`src/hdl/lfla_pkg.sv`:
```
`timescale 1ns / 1ps
`default_nettype none
package lfla_pkg;

    localparam int C_DEPTH      = 64;
    localparam int C_TAG_BITS   = 16;
    localparam int C_VALUE_BITS = 32;

    typedef enum logic [2:0] {
        REQ_ALLOC = 3'd0,
        REQ_FREE  = 3'd1,
        REQ_COUNT = 3'd2,
        REQ_QUERY = 3'd3,
        REQ_WRITE = 3'd4,
        REQ_READ  = 3'd5
    } t_req_code;

    localparam logic [1:0] ST_OK      = 2'd0;
    localparam logic [1:0] ST_OOM     = 2'd1;
    localparam logic [1:0] ST_NO_TAG  = 2'd2;
    localparam logic [1:0] ST_PENDING = 2'd3;

    typedef enum logic [2:0] {
        S_INIT,
        S_IDLE,
        S_ALLOC,
        S_FCHK,
        S_FWALK,
        S_TAG
    } t_state;

    typedef struct packed {
        logic [2:0]         req_type;
        logic [5:0]         addr;
        logic [15:0]        tag;
        logic signed [31:0] value;
        logic               last_tag;
    } t_req;

    typedef struct packed {
        logic [5:0]         head_addr;
        logic signed [31:0] read_value;
        logic [6:0]         free_count;
        logic [6:0]         used_count;
        logic               is_free;
        logic [1:0]         status;
    } t_rsp;

endpackage
`default_nettype wire

```
`src/hdl/linked_free_list_allocator_core.sv`:
```
`timescale 1ns / 1ps
`default_nettype none
// Count, rejected and out-of-range requests answer in the cycle after start; an
// alloc beat that finds a free node answers from S_ALLOC; free, query and tag
// walks read one node per cycle and answer when the walk ends.
// Throughput: one request at a time; busy is high while a walk runs. The result
// strobe lasts one cycle and cannot be stalled. Reset: synchronous, active low,
// then a sweep over every entry initializes links and values while busy stays high.
module linked_free_list_allocator_core #(
    parameter int DEPTH      = lfla_pkg::C_DEPTH,
    parameter int TAG_BITS   = lfla_pkg::C_TAG_BITS,
    parameter int VALUE_BITS = lfla_pkg::C_VALUE_BITS
) (
    input  wire logic          i_clk,
    input  wire logic          i_rst_n,
    input  wire logic          start,
    input  wire lfla_pkg::t_req i_req,
    output logic               busy,
    output logic               o_done,
    output lfla_pkg::t_rsp     o_rsp
);

    import lfla_pkg::*;

    localparam int AW = $clog2(DEPTH);
    localparam int LW = $clog2(DEPTH + 1);
    localparam logic [LW-1:0] NIL = LW'(DEPTH);

    // control state
    t_state           r_state, n_state;
    logic [LW-1:0]    r_free_head, n_free_head;
    logic [LW-1:0]    r_free_total, n_free_total;
    logic             r_open, n_open;
    logic [AW-1:0]    r_first, n_first;
    logic [AW-1:0]    r_ix, n_ix;
    logic             r_done, n_done;
    // walk datapath
    t_req             r_req, n_req;
    logic [LW-1:0]    r_x, n_x;
    logic [LW-1:0]    r_steps, n_steps;
    logic [LW:0]      r_len, n_len;
    t_rsp             r_rsp, n_rsp;

    // memory ports
    logic [AW-1:0]         rd_addr;
    logic                  link_we, tag_we, val_we;
    logic [AW-1:0]         link_wa, tag_wa, val_wa;
    logic [LW-1:0]         link_wd;
    logic [TAG_BITS-1:0]   tag_wd;
    logic [VALUE_BITS-1:0] val_wd;
    logic [LW-1:0]         q_link;
    logic [TAG_BITS-1:0]   q_tag;
    logic [VALUE_BITS-1:0] q_val;

    // helpers
    logic                  in_ok, head_null, hit, tag_hit;
    logic [LW-1:0]         a_ext, nx, ns;
    logic [LW+1:0]         sum;

    lfla_mem #(
        .DEPTH      (DEPTH),
        .TAG_BITS   (TAG_BITS),
        .VALUE_BITS (VALUE_BITS)
    ) u_mem (
        .i_clk     (i_clk),
        .i_rd_addr (rd_addr),
        .i_link_we (link_we),
        .i_link_wa (link_wa),
        .i_link_wd (link_wd),
        .i_tag_we  (tag_we),
        .i_tag_wa  (tag_wa),
        .i_tag_wd  (tag_wd),
        .i_val_we  (val_we),
        .i_val_wa  (val_wa),
        .i_val_wd  (val_wd),
        .o_link    (q_link),
        .o_tag     (q_tag),
        .o_val     (q_val)
    );

    assign busy   = (r_state != S_IDLE);
    assign o_done = r_done;
    assign o_rsp  = r_rsp;

    always_ff @(posedge i_clk) begin
        if (!i_rst_n) begin
            r_state      <= S_INIT;
            r_free_head  <= '0;
            r_free_total <= LW'(DEPTH);
            r_open       <= 1'b0;
            r_first      <= '0;
            r_ix         <= '0;
            r_done       <= 1'b0;
        end else begin
            r_state      <= n_state;
            r_free_head  <= n_free_head;
            r_free_total <= n_free_total;
            r_open       <= n_open;
            r_first      <= n_first;
            r_ix         <= n_ix;
            r_done       <= n_done;
        end
    end

    always_ff @(posedge i_clk) begin
        r_req   <= n_req;
        r_x     <= n_x;
        r_steps <= n_steps;
        r_len   <= n_len;
        r_rsp   <= n_rsp;
    end

    always_comb begin
        // live-beat and walk helpers
        in_ok     = (32'(i_req.addr) < DEPTH);
        head_null = !(r_free_head < NIL);
        a_ext     = LW'(r_req.addr);
        hit       = (r_x == a_ext);
        tag_hit   = (q_tag == TAG_BITS'(r_req.tag));
        nx        = q_link;
        ns        = r_steps + 1'b1;
        sum       = (LW+2)'(r_free_total) + (LW+2)'(r_len);

        n_state      = r_state;
        n_free_head  = r_free_head;
        n_free_total = r_free_total;
        n_open       = r_open;
        n_first      = r_first;
        n_ix         = r_ix;
        n_done       = 1'b0;
        n_req        = r_req;
        n_x          = r_x;
        n_steps      = r_steps;
        n_len        = r_len;
        n_rsp        = '0;

        rd_addr = AW'(r_x);
        link_we = 1'b0;
        link_wa = AW'(r_x);
        link_wd = r_free_head;
        tag_we  = 1'b0;
        tag_wa  = AW'(r_x);
        tag_wd  = TAG_BITS'(r_req.tag);
        val_we  = 1'b0;
        val_wa  = AW'(r_x);
        val_wd  = VALUE_BITS'(r_req.value);

        case (r_state)
            S_INIT: begin
                // entry i links to i+1; the last one lands on null
                link_we = 1'b1;
                link_wa = r_ix;
                link_wd = LW'(r_ix) + 1'b1;
                val_we  = 1'b1;
                val_wa  = r_ix;
                val_wd  = '0;
                n_ix    = r_ix + 1'b1;
                if (r_ix == AW'(DEPTH - 1)) begin
                    n_state = S_IDLE;
                end
            end
            S_IDLE: begin
                if (start) begin
                    n_req   = i_req;
                    n_steps = '0;
                    n_len   = (LW+1)'(1);
                    if (i_req.req_type == REQ_ALLOC) begin
                        if (head_null) begin
                            // out of memory: close the run, report its head
                            n_rsp.head_addr = r_open ? 6'(r_first) : 6'd0;
                            n_rsp.status    = ST_OOM;
                            n_open          = 1'b0;
                            n_done          = 1'b1;
                        end else begin
                            rd_addr = AW'(r_free_head);
                            n_x     = r_free_head;
                            n_state = S_ALLOC;
                        end
                    end else if (r_open) begin
                        n_rsp.status = ST_PENDING;
                        n_done       = 1'b1;
                    end else begin
                        case (i_req.req_type)
                            REQ_FREE: begin
                                if (!in_ok) begin
                                    n_done = 1'b1;
                                end else if (head_null) begin
                                    // nothing free: go straight to the chain walk
                                    rd_addr = AW'(i_req.addr);
                                    n_x     = LW'(i_req.addr);
                                    n_state = S_FWALK;
                                end else begin
                                    rd_addr = AW'(r_free_head);
                                    n_x     = r_free_head;
                                    n_state = S_FCHK;
                                end
                            end
                            REQ_QUERY: begin
                                if (!in_ok || head_null) begin
                                    n_done = 1'b1;
                                end else begin
                                    rd_addr = AW'(r_free_head);
                                    n_x     = r_free_head;
                                    n_state = S_FCHK;
                                end
                            end
                            REQ_WRITE, REQ_READ: begin
                                if (!in_ok) begin
                                    n_rsp.status = (i_req.req_type == REQ_READ) ?
                                                   ST_NO_TAG : ST_OK;
                                    n_done       = 1'b1;
                                end else begin
                                    rd_addr = AW'(i_req.addr);
                                    n_x     = LW'(i_req.addr);
                                    n_state = S_TAG;
                                end
                            end
                            default: begin
                                n_done = 1'b1;
                            end
                        endcase
                    end
                end
            end
            S_ALLOC: begin
                // q_link is the successor of the node being taken
                tag_we      = 1'b1;
                n_free_head = q_link;
                if (r_free_total != '0) begin
                    n_free_total = r_free_total - 1'b1;
                end
                n_rsp.head_addr = r_open ? 6'(r_first) : 6'(AW'(r_x));
                if (!r_open) begin
                    n_first = AW'(r_x);
                end
                if (r_req.last_tag) begin
                    link_we      = 1'b1;
                    link_wd      = NIL;
                    n_open       = 1'b0;
                    n_rsp.status = ST_OK;
                end else begin
                    n_open       = 1'b1;
                    n_rsp.status = ST_PENDING;
                end
                n_done  = 1'b1;
                n_state = S_IDLE;
            end
            S_FCHK: begin
                // walk the free list looking for the request address
                if (!hit && (nx < NIL) && (ns != LW'(DEPTH))) begin
                    rd_addr = AW'(nx);
                    n_x     = nx;
                    n_steps = ns;
                end else if (r_req.req_type == REQ_QUERY) begin
                    n_rsp.is_free = hit;
                    n_done        = 1'b1;
                    n_state       = S_IDLE;
                end else if (hit) begin
                    // freeing a free node: drop the request
                    n_done  = 1'b1;
                    n_state = S_IDLE;
                end else begin
                    rd_addr = AW'(r_req.addr);
                    n_x     = a_ext;
                    n_steps = '0;
                    n_len   = (LW+1)'(1);
                    n_state = S_FWALK;
                end
            end
            S_FWALK: begin
                if ((q_link < NIL) && (r_steps < LW'(DEPTH))) begin
                    rd_addr = AW'(q_link);
                    n_x     = q_link;
                    n_steps = ns;
                    n_len   = r_len + 1'b1;
                end else begin
                    if (!(q_link < NIL)) begin
                        // splice the chain in front of the free list
                        link_we      = 1'b1;
                        n_free_head  = a_ext;
                        n_free_total = (sum > (LW+2)'(DEPTH)) ? LW'(DEPTH) : LW'(sum);
                    end
                    n_done  = 1'b1;
                    n_state = S_IDLE;
                end
            end
            S_TAG: begin
                if (tag_hit && (r_req.req_type == REQ_WRITE)) begin
                    val_we = 1'b1;
                end
                if (tag_hit && (r_req.req_type == REQ_READ)) begin
                    n_rsp.read_value = 32'(signed'(q_val));
                    n_done           = 1'b1;
                    n_state          = S_IDLE;
                end else if ((nx < NIL) && (ns < LW'(DEPTH))) begin
                    rd_addr = AW'(nx);
                    n_x     = nx;
                    n_steps = ns;
                end else begin
                    n_rsp.status = (r_req.req_type == REQ_READ) ? ST_NO_TAG : ST_OK;
                    n_done       = 1'b1;
                    n_state      = S_IDLE;
                end
            end
            default: begin
                n_state = S_IDLE;
            end
        endcase

        // counts ride on every result beat
        n_rsp.free_count = 7'(n_free_total);
        n_rsp.used_count = 7'(LW'(DEPTH) - n_free_total);
    end

`ifndef NO_ASSERTIONS
    a_total_bound: assert property (@(posedge i_clk) disable iff (!i_rst_n)
        r_free_total <= LW'(DEPTH))
        else $error("free total above depth");

    a_no_beat_after_init: assert property (@(posedge i_clk) disable iff (!i_rst_n)
        (r_state == S_INIT) |=> !o_done)
        else $error("result beat during init sweep");

    a_walk_steps: assert property (@(posedge i_clk) disable iff (!i_rst_n)
        (r_state == S_FCHK || r_state == S_TAG) |-> (r_steps < LW'(DEPTH)))
        else $error("walk ran past depth");

    a_walk_ends_beat: assert property (@(posedge i_clk) disable iff (!i_rst_n)
        (r_state != S_IDLE && r_state != S_INIT) ##1 (r_state == S_IDLE) |-> o_done)
        else $error("walk ended without a result beat");
`endif

endmodule
`default_nettype wire

```
`src/hdl/lfla_mem.sv`:
```
`timescale 1ns / 1ps
`default_nettype none
module lfla_mem #(
    parameter int DEPTH      = 64,
    parameter int TAG_BITS   = 16,
    parameter int VALUE_BITS = 32
) (
    input  wire logic                         i_clk,
    input  wire logic [$clog2(DEPTH)-1:0]     i_rd_addr,
    input  wire logic                         i_link_we,
    input  wire logic [$clog2(DEPTH)-1:0]     i_link_wa,
    input  wire logic [$clog2(DEPTH+1)-1:0]   i_link_wd,
    input  wire logic                         i_tag_we,
    input  wire logic [$clog2(DEPTH)-1:0]     i_tag_wa,
    input  wire logic [TAG_BITS-1:0]          i_tag_wd,
    input  wire logic                         i_val_we,
    input  wire logic [$clog2(DEPTH)-1:0]     i_val_wa,
    input  wire logic [VALUE_BITS-1:0]        i_val_wd,
    output logic      [$clog2(DEPTH+1)-1:0]   o_link,
    output logic      [TAG_BITS-1:0]          o_tag,
    output logic      [VALUE_BITS-1:0]        o_val
);

    localparam int LW = $clog2(DEPTH + 1);

    logic [LW-1:0]         mem_link [DEPTH];
    logic [TAG_BITS-1:0]   mem_tag  [DEPTH];
    logic [VALUE_BITS-1:0] mem_val  [DEPTH];

    // one shared read address, registered read data on all three arrays
    always_ff @(posedge i_clk) begin
        if (i_link_we) begin
            mem_link[i_link_wa] <= i_link_wd;
        end
        o_link <= mem_link[i_rd_addr];
    end

    always_ff @(posedge i_clk) begin
        if (i_tag_we) begin
            mem_tag[i_tag_wa] <= i_tag_wd;
        end
        o_tag <= mem_tag[i_rd_addr];
    end

    always_ff @(posedge i_clk) begin
        if (i_val_we) begin
            mem_val[i_val_wa] <= i_val_wd;
        end
        o_val <= mem_val[i_rd_addr];
    end

endmodule
`default_nettype wire

```
`config.mk`:
```
export PLATFORM = sky130hd
export DESIGN_NAME = linked_free_list_allocator_core
export DESIGN_NICKNAME = d
export VERILOG_FILES = /design/src/hdl/lfla_pkg.sv /design/src/hdl/linked_free_list_allocator_core.sv /design/src/hdl/lfla_mem.sv
export SDC_FILE = /design/constraint.sdc
export NUM_CORES = 2
export LEC_CHECK = 0
export ABC_AREA = 1
export BUFFER_PORTS_ARGS = -buffer_cell sky130_fd_sc_hd__clkbuf_2
export CAP_MARGIN = 20
export CORE_UTILIZATION = 43
export CTS_CLUSTER_DIAMETER = 120
export DETAILED_ROUTE_END_ITERATION = 6
export HOLD_SLACK_MARGIN = 0.06
export PLACE_DENSITY = 0.63
export SLEW_MARGIN = 5
export SYNTH_ARGS = -nofsm -noshare
export SYNTH_HDL_FRONTEND = slang
export SYNTH_SLANG_ARGS = --single-unit
```
`constraint.sdc`:
```
create_clock -name i_clk -period 10.6 [get_ports i_clk]
set_input_delay 0.53 -clock i_clk [delete_from_list [all_inputs] [get_ports i_clk]]
set_output_delay 0.53 -clock i_clk [all_outputs]
set_load 0.01 [all_outputs]
```
---- Word-level counts from Yosys, hierarchy flattened ----
Memories as Yosys holds them, arrays and structs flattened. A register that Yosys moved wholly into a read port is not among the register bits.
Index checks and enable logic that the tools add are counted.
storage, ports and cells
  bits in registers ....................... 166
  memory bits (writable) .................. 3520
  memories ................................ 3
operators by class
  add/subtract/negate cells ............... 7
  magnitude comparators ................... 5
  equality and inequality tests ........... 36
  muxes and demuxes ....................... 112
  bitwise gates (word level) .............. 2
  reductions and logical operators ........ 25
memories
  name            words  width  read ports  clocked after memory_dff  wr ports  line            RTL
  u_mem.mem_val   64     32     1           1                         1         lfla_mem.sv:28  logic [VALUE_BITS-1:0] mem_val [DEPTH];
  u_mem.mem_tag   64     16     1           1                         1         lfla_mem.sv:27  logic [TAG_BITS-1:0] mem_tag [DEPTH];
  u_mem.mem_link  64     7      1           1                         1         lfla_mem.sv:26  logic [LW-1:0] mem_link [DEPTH];
operator list
  kind                                                  count
  2-to-1 mux 7 bit                                      25
  2-to-1 mux 6 bit                                      17
  one-hot mux 7 bit (4 select lines)                    2
  one-hot mux 7 bit (2 select lines)                    3
  2-to-1 mux 8 bit                                      5
  2-to-1 mux 3 bit                                      13
  2-to-1 mux 32 bit                                     1
  less-than comparator 7 bit (second input constant)    4
  2-to-1 mux 1 bit                                      26
  != test 2 bit (second input constant)                 12
  one-hot mux 6 bit (4 select lines)                    1
  one-hot mux 8 bit (3 select lines)                    1
  one-hot mux 7 bit (3 select lines)                    1
  equality test 3 bit (second input constant)           6
  != test 3 bit (second input constant)                 6
  one-hot mux 6 bit (3 select lines)                    1
  AND reduction 9 bit                                   2
  equality test 16 bit                                  1
  one-hot mux 3 bit (5 select lines)                    1
  2-to-1 mux 2 bit                                      7
  equality test 3 x 2 -> 1 bit (second input constant)  4
  one-hot mux 6 bit (2 select lines)                    1
  adder 7 x 8 -> 9 bit                                  1
  > comparator 9 x 7 -> 1 bit (second input constant)   1
  32 further kinds                                      45

---- Longest topological paths before layout ----
  depth after elaboration ................. 7
  gate-level depth with buffers ........... 23
  mapped depth without buffers ............ 21

---- Modules after synthesis ----
From an unflattened synthesis, not the netlist that was laid out.
second synthesis, totals
  cell total of the unflattened synthesis .. 12831
  area, all modules ....................... 151595.4 µm²
by module, submodules not included
  module                           times used  cells each  area each (µm²)
  lfla_mem                         1           11766       143158.6
  linked_free_list_allocator_core  1           1065        8436.8

---- Least setup slack after synthesis ----
Ideal clock, no wire load.
  kind .................................... register -> register
  start ................................... register r_state[1]
  end ..................................... memory u_mem.mem_link[0][2] (netlist bit), data pin
  data arrival time ....................... 3.633 ns
  data required time ...................... 9.898 ns
  slack ................................... 6.265 ns
  stages on the path, launching flop included .. 8
  buffers on the path ..................... 1
  period minus slack after synthesis ...... 4.335 ns
  cell sequence ........................... dfxtp_1 nand2_1 clkbuf_1 nor2_1 inv_1 nand2_1 inv_1 o21ai_0
on the way
  word-level cells in the longest chain between the ends .. 2
RTL lines
  element                                                          line                                    RTL
  from (decl)                                                      linked_free_list_allocator_core.sv:30   t_state r_state, n_state;
  from (signal assigned)                                           linked_free_list_allocator_core.sv:95   r_state <= n_state;
  equality test 3 x 2 -> 1 bit or zero test 3 bit (tied branches)  linked_free_list_allocator_core.sv:148  case (r_state)
  one-hot mux 7 bit (2 select lines) *                             linked_free_list_allocator_core.sv:148
  via link_wd[2]                                                   linked_free_list_allocator_core.sv:48   logic [LW-1:0] link_wd;
  to (decl)                                                        lfla_mem.sv:26
Mark *: on every way through the listed nets, which the timed path passes. The rest lies on a longest branch.

---- Final worst setup path ----
  start ................................... register r_req, in the netlist tag_wd[11]
  end ..................................... register u_mem.o_val[29], read port of u_mem.mem_val
on the way
  word-level cells in the longest chain between the ends .. 4
RTL lines
  element                             line                                    RTL
  from (decl)                         linked_free_list_allocator_core.sv:38   t_req r_req, n_req;
  from (signal assigned)              linked_free_list_allocator_core.sv:106  r_req <= n_req;
  equality test 16 bit                linked_free_list_allocator_core.sv:119  tag_hit = (q_tag == TAG_BITS'(r_req.tag));
  logical AND 1 bit                   linked_free_list_allocator_core.sv:291  if (tag_hit && (r_req.req_type == REQ_READ)) begin
  2-to-1 mux 6 bit                    linked_free_list_allocator_core.sv:291
  one-hot mux 6 bit (4 select lines)  linked_free_list_allocator_core.sv:148
  to (decl)                           lfla_mem.sv:21                          output logic [VALUE_BITS-1:0] o_val
No other way between the ends.
A chain may end at the register's enable or synchronous reset.

==> reports/results.tsv <==
stage	metric	value	unit
run_status	run status	finished, final reports clean	
grt	GRT Overall Usage	24.4	%
routing	Initial DRC Count	14300	
clock_tree	clock root buffer master	clkbuf_16	
die	Core Rows	226	
logic_synthesis	share of the synthesized area in the top cell type	65.8	%
sta	Max Slew Vio Count	0	
clock_tree	CTS clk-pin slew, worst paths	60	ps
logic_synthesis	FF+latch count, synth	3740	
critical_path	cell mode on critical path	nand3_1	
clock_tree	CTS tree	done	
clock_tree	Post-CTS Setup Repair Bufs	0	
cells_and_area	commonest non-fill, non-tap cell in the layout	nand3_1	
job	max-cap violations	0	
critical_path	worst endpoint required time	11390	ps
logic_synthesis	synth warn	0	
logic_synthesis	main flop type after synthesis	edfxtp_1	
sta	Fin. Hold Viols	0	
placed_design	placed insts	19500	
routing	Routed Antenna Nets	0	
die	die area	385000	um^2
routing	vias	113000	
clock_tree	CTS H-tree lvls	5	
critical_path	critical path fanouts, max	175	
cells_and_area	commonest cells after routing, fill and taps aside	3791 x nand3_1, 3600 x edfxtp_1, 2353 x nand2_1, 2160 x inv_1, 1320 x nand3b_1	
routing	Initial DRT Pass Iterations	7	
sta	crit path time final	6610	ps
routing	WL/cell	23.8	um
placed_design	gp weighted congestion	0.857	
logic_synthesis	Synth async-reset ratio	0	%
critical_path	Crit-path slowest cell	edfxtp_1	
power_and_ir_drop	Power Dens Cells	203	nW/um^2
cells_and_area	fin nets	15000	
cells_and_area	non-filler cells in the finished layout	20200	
sta	total negative setup slack	0	ps
sta	relative slew slack	18.6	%
sta	worst slew pin tran	1220	ps
cells_and_area	Syn-to-layout area delta	11.4	%
logic_synthesis	top post-synthesis cells by area	edfxtp_1 66%, nand3_1 12%, nand3b_1 6.0%	
die	I/O pin cnt	118	
die	Core ar.	380000	um^2
clock_tree	clock network latency to the later pin of the worst-skew pair	920	ps
critical_path	CP bufs+invs	5	
critical_path	critical path class	register to register	
placed_design	Port-buffer cells	117	
logic_synthesis	Post-Syn Area	164000	um^2
die	die extent in x	620	um
sta	RSZ-0062 raised after global routing	false	
logic_synthesis	Seq/Total Area, Yosys	67.5	%
placed_design	Detail Placement HPWL	245	mm
grt	antenna violations before repair	17	
routing	DRC errors left	0	
routing	drt total wl	481	mm
critical_path	Worst path max stage delay	1020	ps
die	initial core utilization	43.3	%
clock_tree	Clock Path Buffers	4	
worst_hold_path	Worst Hold Class	input port to register	
sta	Setup-failing EPs final	0	
clock_tree	cts bufs inserted	376	
critical_path	cells along the critical path	nand2_1 > inv_1 > nor2_1 > nor2_1 > nand2_1 > nor2_1 > nand4_1 > buf_4 > nand3_1 > nand2_1 > nand3_4 > buf_12 > buf_4 > buf_4 > nand3b_1 > nand3_1 > nand3_1 > nand3_1 > nand3_1 > nand3_1 > nand2_1	
logic_synthesis	syn avg cell area	11.0	um^2
critical_path	Arr. time, crit path	7400	ps
grt	grt ovf	0	
routing	Vias per Instance	5.61	
critical_path	kind of end point of the critical path	register	
clock_tree	CTS sink cnt	3740	
critical_path	type of origin of the critical path	register	
grt	global-route wire length before repair	707	mm
logic_synthesis	number of synthesized flops with an enable pin	3600	
grt	pin count of the biggest net entering global routing	201	
logic_synthesis	Cells after Synth	15000	
die	Die Ht	620	um
logic_synthesis	Yosys cell types	48	
power_and_ir_drop	maximum VDD drop	0.148	mV
sta	max frequency	151	MHz
logic_synthesis	Syn Nets	15100	
sta	Final Cycle Share	62.3	%
sta	Clock Skew	53.9	ps
logic_synthesis	Synth area leader	edfxtp_1	
critical_path	CP top delay family	simple AND/OR/NAND/NOR gates	
grt	vias in the first global route	107000	
cells_and_area	layout cell share with drive strength beyond 1	7.26	%
power_and_ir_drop	P_leak	71.2	nW
[synthesized netlist by cell type, types with 2 or more instances]
cell and count:
nor3_1 8, nand4_1 12, a221o_1 2, a21boi_0 3, dfxtp_1 140, nor4_1 11, o21ai_0 77, a21oi_1 49
nand3_1 3792, nand2_1 2359, o21bai_1 3, buf_1 79, nor2_4 5, buf_4 19, o211ai_1 3, a22oi_1 6
xor2_1 10, xnor2_1 3, o22ai_1 7, a31oi_1 10, or2_2 4, inv_1 2162, a2111oi_0 2, ha_1 13
edfxtp_1 3600, buf_2 562, nor2_2 3, inv_2 10, nor2_1 368, nand3b_1 1320, clkbuf_1 340
[what timing repair did]
action	in CTS	in global routing
resized for setup	0	0
setup endpoints to repair	0	0
hold endpoints to repair	66	0
hold buffers	59	0
[logic make-up (layout without fill, tap and decap cells)]
logic type / count (synthesis) / in the layout / share of synthesized area, %
and+or+nand+nor: 7889 / 7889 / 24.0
DFF: 3740 / 3740 / 67.5
buffers and inverters: 3173 / 3357 / 7.72
AOI/OAI and AO/OA: 170 / 170 / 0.580
adders and majority gates: 14 / 14 / 0.111
xor gates and xnor gates: 13 / 13 / 0.0693
other: 0 / 7 / 0
[metrics by stage]
stage | instance area (um^2) | power, mW | hold slack (ps) | utilization [%] | setup slack [ps]
4_1_cts | 183000 | 37.1 | 111 | 48.2 | 4270
6_report | 183000 | 37.1 | 178 | 48.2 | 3990
5_1_grt | 183000 | 38.3 | 207 | 48.2 | 3640
3_5_place_dp | 170000 | 24.1 | 407 | 44.9 | 4260
2_1_floorplan | 164000 | 21.6 | 394 | - | 6270
3_3_place_gp | 170000 | 24.0 | 409 | 44.9 | 4300
[tightest hold or removal path, delay by kind of cell]
kind                   cells  cell delay, ps
buffers and inverters      2             210
AOI/OAI and AO/OA          2             140
and+or+nand+nor            2             120
[report_power, final]
| group | leakage (nW) | switching, mW | total, mW | internal (mW) |
|---|---|---|---|---|
| Clock | 5.84 | 5.65 | 13.2 | 7.51 |
| Sequential | 33.9 | 0.227 | 17.0 | 16.8 |
| Combinational | 31.5 | 5.15 | 6.87 | 1.72 |
| Total | 71.2 | 11.0 | 37.1 | 26.0 |
[sequential cells by signal, summed over array words and instances (netlist names)]
signal          flops
a_ext               6
o_done              1
o_rsp              54
r_first             6
r_free_head         7
r_free_total        7
r_ix                6
r_len               8
r_open              1
r_req              36
r_state             3
r_steps             7
r_x                 7
tag_wd             16
u_mem.mem_link    448
u_mem.mem_tag    1024
u_mem.mem_val    2048
u_mem.o_link        7
u_mem.o_tag        16
u_mem.o_val        32
[routing by layer]
layer	track usage, %	wire length, um	vias up
met5	0	13	-
met2	38.0	217000	5715
met4	6.52	12600	2
met1	35.2	201000	55700
li1	-	-	51100
met3	4.58	50800	790
[worst paths after layout]
check                  start               to  slack [ps]  cells past startpoint
max               tag_wd[11]  u_mem.o_val[29]        3990                     21
min                    start           r_open         180                      6
max reg2reg       tag_wd[11]  u_mem.o_val[29]        3990                     21
min reg2reg  u_mem.o_val[11]        o_rsp[28]         420                      2
[layout make-up]
cell class / instances / area (um^2)
Antenna cell: 7 / 17.5
Fill cell: 33400 / 197000
Sequential cell: 3740 / 111000
Timing Repair Buffer: 500 / 4080
Clock buffer: 496 / 10200
Tap cell: 5016 / 6280
Inverter: 2173 / 8180
Multi-Input combinational cell: 8086 / 41600
Clock inverter: 188 / 1720
(Power assumes the default switching activity.)
